<file path="src/hw/rtl/hnf_pkg.sv">
`default_nettype none
package hnf_pkg;

  // grid and field sizes
  localparam int unsigned MAX_GRID = 1024;
  localparam int unsigned AW       = $clog2(MAX_GRID);
  localparam int unsigned GW       = AW + 1;
  localparam int unsigned HW       = 16;
  localparam int unsigned CSW      = 16;
  localparam int unsigned OW       = 16;
  // magnitude width of a vector component before scaling down
  localparam int unsigned MW       = 36;
  // output beat width, padded to bytes
  localparam int unsigned DW       = ((2 * AW + 9 * OW + 7) / 8) * 8;

  localparam logic [OW-1:0] ONE_Q14 = 16'd16384;

  // configuration register indexes
  localparam logic REG_GRID_SIZE    = 1'b0;
  localparam logic REG_CELL_SPACING = 1'b1;

  // job handed to the normalising sequencer
  typedef struct packed {
    logic               start;
    logic signed [16:0] d0;  // left minus right
    logic signed [16:0] d2;  // top minus bottom
    logic [16:0]        s2;  // twice the spacing
  } op_t;

  // nine components, normal x first
  typedef logic [8:0][OW-1:0] vec9_t;

  typedef struct packed {
    logic  done;
    vec9_t res;
  } res_t;

endpackage
`default_nettype wire

</file>
<file path="src/hw/rtl/hnf_mul.sv">
`default_nettype none
module hnf_mul (
  input  wire         clk_i,
  input  wire  [31:0] a_i,
  input  wire  [31:0] b_i,
  output logic [63:0] prod_o
);

  // shared unsigned multiplier, product registered
  always_ff @(posedge clk_i) begin
    prod_o <= 64'(a_i) * 64'(b_i);
  end

endmodule
`default_nettype wire

</file>
<file path="src/hw/rtl/hnf_norm_seq.sv">
`default_nettype none
module hnf_norm_seq (
  input  wire               clk_i,
  input  wire               rst_ni,
  input  hnf_pkg::op_t      op_i,
  output hnf_pkg::res_t     res_o
);
  import hnf_pkg::*;

  typedef enum logic [12:0] {
    S_IDLE  = 13'b0000000000001,
    S_XM    = 13'b0000000000010,
    S_XA    = 13'b0000000000100,
    S_LOAD  = 13'b0000000001000,
    S_SHIFT = 13'b0000000010000,
    S_SQM   = 13'b0000000100000,
    S_SQA   = 13'b0000001000000,
    S_ZCHK  = 13'b0000010000000,
    S_TM    = 13'b0000100000000,
    S_TA    = 13'b0001000000000,
    S_BM1   = 13'b0010000000000,
    S_BM2   = 13'b0100000000000,
    S_BCMP  = 13'b1000000000000
  } state_e;

  state_e state_q, state_d;

  logic [1:0]  j_q, j_d;
  logic [1:0]  ci_q, ci_d;
  logic [1:0]  vi_q, vi_d;
  logic [3:0]  bit_q, bit_d;
  logic [14:0] k_q, k_d;
  logic        done_q, done_d;

  // operands of the current point
  logic [15:0] a0_q, a2_q;
  logic [16:0] s2_q;
  logic        n0_q, p0_q, n2_q;
  // bitangent magnitudes
  logic [MW-1:0] bt_q [3];
  // working vector
  logic [MW-1:0] wm_q [3];
  logic          wn_q [3];
  logic [31:0]   s_q;
  logic [59:0]   t_q;
  vec9_t         res_q;

  logic [31:0] mul_a, mul_b;
  logic [63:0] prod;
  logic [14:0] cand;
  logic        cand_ok;
  logic [14:0] lo;
  logic [15:0] lo16, enc;
  logic [3:0]  ridx;
  logic        too_big;

  hnf_mul u_mul (
    .clk_i  (clk_i),
    .a_i    (mul_a),
    .b_i    (mul_b),
    .prod_o (prod)
  );

  assign cand    = k_q | (15'd1 << bit_q);
  assign cand_ok = (cand <= 15'd16384) && (prod <= {4'd0, t_q});
  assign lo      = cand_ok ? cand : k_q;
  assign lo16    = {1'b0, lo};
  assign enc     = wn_q[ci_q] ? (16'd0 - lo16) : lo16;
  assign ridx    = 4'(vi_q) * 4'd3 + 4'(ci_q);
  assign too_big = (wm_q[0][MW-1:15] != '0) || (wm_q[1][MW-1:15] != '0)
                || (wm_q[2][MW-1:15] != '0);

  // operand selection for the shared multiplier
  always_comb begin
    mul_a = '0;
    mul_b = '0;
    unique case (state_q)
      S_XM: begin
        unique case (j_q)
          2'd0: begin mul_a = 32'(a2_q); mul_b = 32'(a0_q); end
          2'd1: begin mul_a = 32'(a2_q); mul_b = 32'(s2_q); end
          2'd2: begin mul_a = 32'(a0_q); mul_b = 32'(a0_q); end
          default: begin mul_a = 32'(s2_q); mul_b = 32'(s2_q); end
        endcase
      end
      S_SQM: begin
        mul_a = 32'(wm_q[j_q][14:0]);
        mul_b = 32'(wm_q[j_q][14:0]);
      end
      S_TM: begin
        mul_a = 32'(wm_q[ci_q][14:0]);
        mul_b = 32'(wm_q[ci_q][14:0]);
      end
      S_BM1: begin
        mul_a = 32'({cand, 1'b0} - 16'd1);
        mul_b = 32'({cand, 1'b0} - 16'd1);
      end
      S_BM2: begin
        mul_a = 32'(prod[29:0]);
        mul_b = s_q;
      end
      default: begin
        mul_a = '0;
        mul_b = '0;
      end
    endcase
  end

  // sequencer control
  always_comb begin
    state_d = state_q;
    j_d     = j_q;
    ci_d    = ci_q;
    vi_d    = vi_q;
    bit_d   = bit_q;
    k_d     = k_q;
    done_d  = 1'b0;
    unique case (state_q)
      S_IDLE: begin
        if (op_i.start) begin
          j_d     = 2'd0;
          state_d = S_XM;
        end
      end
      S_XM: state_d = S_XA;
      S_XA: begin
        if (j_q == 2'd3) begin
          vi_d    = 2'd0;
          state_d = S_LOAD;
        end else begin
          j_d     = j_q + 2'd1;
          state_d = S_XM;
        end
      end
      S_LOAD: state_d = S_SHIFT;
      S_SHIFT: begin
        if (!too_big) begin
          j_d     = 2'd0;
          state_d = S_SQM;
        end
      end
      S_SQM: state_d = S_SQA;
      S_SQA: begin
        if (j_q == 2'd2) begin
          state_d = S_ZCHK;
        end else begin
          j_d     = j_q + 2'd1;
          state_d = S_SQM;
        end
      end
      S_ZCHK: begin
        if (s_q == '0) begin
          if (vi_q == 2'd2) begin
            done_d  = 1'b1;
            state_d = S_IDLE;
          end else begin
            vi_d    = vi_q + 2'd1;
            state_d = S_LOAD;
          end
        end else begin
          ci_d    = 2'd0;
          state_d = S_TM;
        end
      end
      S_TM: state_d = S_TA;
      S_TA: begin
        k_d     = '0;
        bit_d   = 4'd14;
        state_d = S_BM1;
      end
      S_BM1: state_d = S_BM2;
      S_BM2: state_d = S_BCMP;
      S_BCMP: begin
        k_d = lo;
        if (bit_q == 4'd0) begin
          if (ci_q == 2'd2) begin
            if (vi_q == 2'd2) begin
              done_d  = 1'b1;
              state_d = S_IDLE;
            end else begin
              vi_d    = vi_q + 2'd1;
              state_d = S_LOAD;
            end
          end else begin
            ci_d    = ci_q + 2'd1;
            state_d = S_TM;
          end
        end else begin
          bit_d   = bit_q - 4'd1;
          state_d = S_BM1;
        end
      end
      default: state_d = S_IDLE;
    endcase
  end

  always_ff @(posedge clk_i or negedge rst_ni) begin
    if (!rst_ni) begin
      state_q <= S_IDLE;
      j_q     <= '0;
      ci_q    <= '0;
      vi_q    <= '0;
      bit_q   <= '0;
      k_q     <= '0;
      done_q  <= 1'b0;
    end else begin
      state_q <= state_d;
      j_q     <= j_d;
      ci_q    <= ci_d;
      vi_q    <= vi_d;
      bit_q   <= bit_d;
      k_q     <= k_d;
      done_q  <= done_d;
    end
  end

  // datapath registers
  always_ff @(posedge clk_i) begin
    unique case (state_q)
      S_IDLE: begin
        if (op_i.start) begin
          a0_q <= 16'(op_i.d0[16] ? -op_i.d0 : op_i.d0);
          a2_q <= 16'(op_i.d2[16] ? -op_i.d2 : op_i.d2);
          s2_q <= op_i.s2;
          n0_q <= op_i.d0[16];
          p0_q <= !op_i.d0[16] && (op_i.d0 != '0);
          n2_q <= op_i.d2[16];
        end
      end
      S_XA: begin
        unique case (j_q)
          2'd0: bt_q[0] <= MW'(prod);
          2'd1: bt_q[1] <= MW'(prod);
          2'd2: bt_q[2] <= MW'(prod);
          default: bt_q[2] <= bt_q[2] + MW'(prod);
        endcase
      end
      S_LOAD: begin
        unique case (vi_q)
          2'd0: begin
            wm_q[0] <= MW'(a0_q); wm_q[1] <= MW'(s2_q); wm_q[2] <= MW'(a2_q);
            wn_q[0] <= n0_q;      wn_q[1] <= 1'b0;      wn_q[2] <= n2_q;
          end
          2'd1: begin
            wm_q[0] <= MW'(s2_q); wm_q[1] <= MW'(a0_q); wm_q[2] <= '0;
            wn_q[0] <= 1'b0;      wn_q[1] <= p0_q;      wn_q[2] <= 1'b0;
          end
          default: begin
            wm_q[0] <= bt_q[0];   wm_q[1] <= bt_q[1];   wm_q[2] <= bt_q[2];
            wn_q[0] <= n2_q ^ n0_q; wn_q[1] <= n2_q;    wn_q[2] <= 1'b1;
          end
        endcase
      end
      S_SHIFT: begin
        if (too_big) begin
          wm_q[0] <= wm_q[0] >> 1;
          wm_q[1] <= wm_q[1] >> 1;
          wm_q[2] <= wm_q[2] >> 1;
        end
        s_q <= '0;
      end
      S_SQA: s_q <= s_q + prod[31:0];
      S_ZCHK: begin
        if (s_q == '0) begin
          res_q[4'(vi_q) * 4'd3]        <= '0;
          res_q[4'(vi_q) * 4'd3 + 4'd1] <= ONE_Q14;
          res_q[4'(vi_q) * 4'd3 + 4'd2] <= '0;
        end
      end
      S_TA: t_q <= {prod[29:0], 30'd0};
      S_BCMP: begin
        if (bit_q == 4'd0) begin
          res_q[ridx] <= enc;
        end
      end
      default: ;
    endcase
  end

  assign res_o.done = done_q;
  assign res_o.res  = res_q;

endmodule
`default_nettype wire

</file>
<file path="config.mk">
export PLATFORM = sky130hd
export DESIGN_NAME = hnf_norm_seq
export DESIGN_NICKNAME = d
export VERILOG_FILES = /design/src/hw/rtl/hnf_pkg.sv /design/src/hw/rtl/hnf_mul.sv /design/src/hw/rtl/hnf_norm_seq.sv
export SDC_FILE = /design/constraint.sdc
export NUM_CORES = 2
export LEC_CHECK = 0
export ABC_AREA = 1
export BUFFER_PORTS_ARGS = -buffer_cell sky130_fd_sc_hd__buf_2
export CORE_ASPECT_RATIO = 1.1
export CORE_MARGIN = 2
export CORE_UTILIZATION = 50
export CTS_CLUSTER_DIAMETER = 50
export DETAILED_ROUTE_END_ITERATION = 10
export PLACE_DENSITY_LB_ADDON = 0.2
export SLEW_MARGIN = 20
export SYNTH_ARGS = -nofsm -noshare
export SYNTH_HDL_FRONTEND = slang
export SYNTH_HIERARCHICAL = 1
export SYNTH_SLANG_ARGS = --single-unit
</file>
<file path="constraint.sdc">
create_clock -name clk_i -period 9.3 [get_ports clk_i]
set_input_delay 1.86 -clock clk_i [delete_from_list [all_inputs] [get_ports clk_i]]
set_output_delay 1.86 -clock clk_i [all_outputs]
set_load 0.05 [all_outputs]
</file>
==> impl_metrics.csv <==
group,metric,value,unit
timing,timing.hold.ws,0.521,ns
synth,yosys.cell_types.count,68,
synth,syn_area,67400,um2
detailed_routing,vias_per_cell,5.38,
place,dp.final_hpwl,175000,um
synth,ys_seq_elements,580,
worst_setup_path,critPathSlowestCell,"dfrtp_1",
final_layout,layout-drive-gt1-share,0.105,
global_route,grt_pass1_vias,58000,
power_and_ir_drop,ir_worst_vdd,0.195,mV
synth,avgSynthCellArea,8.04,um2
final_layout,fin_cells,10500,
synth,synth_edf_count,477,
global_route,grt_first_pass_wirelength,342000,um
status,violations,"DRC",
final_layout,area_growth,12.2,%
worst_setup_path,r2r-start,"j_q[0]",
synth,synth_area_leaders,"fa_1, edfxtp_1, nand2_1, inv_1, ha_1",
global_route,grt_overflow,0,
worst_setup_path,cp-start-kind,"register",
timing,setup_viol,0,
worst_setup_path,crit_type,"register to register",
synth,syn_nets,9723,
worst_setup_path,end_kind,"register",
synth,synth_top_area_frac,0.267,
detailed_routing,dr.pass1.iters,9,
timing,max_freq,111,MHz
worst_hold_path,holdCritPathClass,"register to register",
floorplan,rows,141,
run,drv_cap,0,
cts,cts_buffer_depth,3,
worst_setup_path,slowest_delay,0.69,ns
detailed_routing,wl_per_cell,21.5,um
timing,slew_viol_final,0,
detailed_routing,wl,225000,um
cts,cts_htree_levels,3,
synth,yosysWarnings,6,
worst_setup_path,cp.buffers_inverters,11,
global_route,grtUsageTotal,0.327,
final_layout,nFillCells,12500,
floorplan,pin_count,199,
status,status,"complete, but fails checks",
timing,worstMarginPinSlew,1.15,ns
worst_setup_path,crit_top_cell,"fa_1",
cts,clk_latency,0.68,ns
detailed_routing,drtAntennaViolNets,0,
place,gp_congestion,1.03,
global_route,grt_max_degree,87,
power_and_ir_drop,p_leak,40.8,nW
synth,yosys.area.top_type,"fa_1",
final_layout,fin_nets,9973,
timing,finalClockSkew,0.0353,ns
timing,final_hold_viol_count,0,
worst_setup_path,cp_max_fo,14,
detailed_routing,drc_errors,2,
timing,fin_crit_sh,0.967,
cts,cts_tree,"yes",
power_and_ir_drop,power_density,100,nW/um2
place,place_area,72200,um2
synth,synthArstFlopShare,0.0672,
cts,root_buffer,"clkbuf_16",
detailed_routing,vias,56500,
final_layout,stdcell_area,75600,um2
synth,syn-instance-count,8385,
synth,synth_ff_type,"edfxtp_1",
timing,rsz0062_at_grt,"true",
floorplan,die-area,138000,um2
final_layout,final_cell_mix,"nand2_1, inv_1, fa_1",
worst_setup_path,startpoint,"j_q[0]",
global_route,antenna_found_initial,24,
detailed_routing,drt_iter0_drc,5684,
floorplan,initial_core_util,0.503,
timing,timing.final.crit_period,9.00,ns
final_layout,final_common_cell,"nand2_1",
worst_setup_path,cp.arrival,9.61,ns
worst_setup_path,crit_family,"adder cells",
worst_setup_path,required,9.91,ns
floorplan,die_y,389,um
synth,yosysSeqAreaShare,0.246,
place,io_buffers,198,
place,dp.cells,10300,
floorplan,floorplan.core_area,134000,um2
cts,cts.sinks,580,
cts,clk_pin_slew,0.06,ns
worst_hold_path,min_from,"bt_q[0][16]",
cts,cts_inserted_buffers,75,
timing,maxSlewHeadroom,0.228,
floorplan,die_w,354,um
timing,setup_tns,0,ns
## worst min-delay path, delay by kind of cell, from the launching register on
family,cells,cell delay (ns)
flops,1,0.32
simple gates,2,0.10
## per-layer routing
metal | GRT usage | share of wire | up-vias
met3 | 0.0411 | 0.075 | 592
met4 | 0.159 | 0.055 | 2
li1 | - | - | 25800
met2 | 0.553 | 0.48 | 2432
met1 | 0.415 | 0.39 | 27700
met5 | 0 | 0.000075 | -
## cell families (layout without fill, tap and decap cells)
family / Yosys count / after routing / synth area share
compound gates: 818 / 819 / 0.0717
xor+xnor: 101 / 101 / 0.0132
fa+ha+maj: 1284 / 1284 / 0.339
buf+inv: 2490 / 2801 / 0.139
flops: 580 / 580 / 0.246
other cells: 0 / 14 / 0
simple gates: 3112 / 3112 / 0.191
## metrics by stage
stage | setup WS [ns] | util | power (W)
after floorplan | 0.608 | - | 0.00386
after global placement | 0.136 | 0.538 | 0.00453
after detailed placement | -0.000297 | 0.538 | 0.00454
after CTS | 0.00404 | 0.557 | 0.00753
after global routing | -0.0841 | 0.564 | 0.00780
final | 0.303 | 0.564 | 0.00756
## cell usage after synthesis, types with 27 or more instances
cell and instances:
nand2_1 2355, inv_1 2151, fa_1 899, edfxtp_1 477, ha_1 385, o21ai_0 343, clkbuf_1 286, nor2_1 249
nand3_1 239, a21oi_1 188, o211ai_1 92, xor2_1 68, dfxtp_1 64, nor3_1 48, nand2_2 46, nand4_1 39
dfrtp_1 38, nor2_2 36, nor4_1 33, xnor2_1 32, nand3_2 27
## registers in the layout, summed over array words and instances (netlist names), 3 cells and up
register and count:
s_q 32, state_q 13, s2_q 17, u_mul/prod_o 64, wm_q 108, bt_q 108
a0_q 16, a2_q 16, wn_q 3, res_o 144, bit_q 4, t_q 30
k_q 15
## power breakdown
part           total, W  leakage, nW  switching, W  internal [W]
clock network   0.00300         1.24       0.00127       0.00174
registers       0.00301         5.32     0.0000951       0.00291
logic           0.00155         34.2       0.00110      0.000457
## repair_timing
action / CTS / global route
setup endpoints to repair: 6 / 47
pin swaps: 0 / 28
hold buffers: 0 / 0
cloned: 0 / 3
resized for setup: 2 / 157
setup buffers: 0 / 17
## cell type report
class / instances / area, um2 / share of cell area
antenna: 14 / 35.0 / 0.000463
inverter: 2186 / 8210 / 0.109
multi-input combinational: 5316 / 42200 / 0.558
timing repair buffer: 476 / 3800 / 0.0502
clock inverter: 46 / 488 / 0.00645
clock buffer: 93 / 2040 / 0.0270
tap: 1787 / 2240 / 0.0296
sequential: 580 / 16600 / 0.219
## final timing paths
kind / endpoint / slack [ns] / cells after the start
min: wm_q[0][16] / 0.52 / 2
max in group asynchronous: state_q[12] / 7.34 / 1
max: u_mul/prod_o[55] / 0.30 / 35
min reg2reg: wm_q[0][16] / 0.52 / 2
min in group asynchronous: state_q[2] / 1.35 / 1
max reg2reg: u_mul/prod_o[55] / 0.30 / 35
Power figures use the tool's default switching activity.
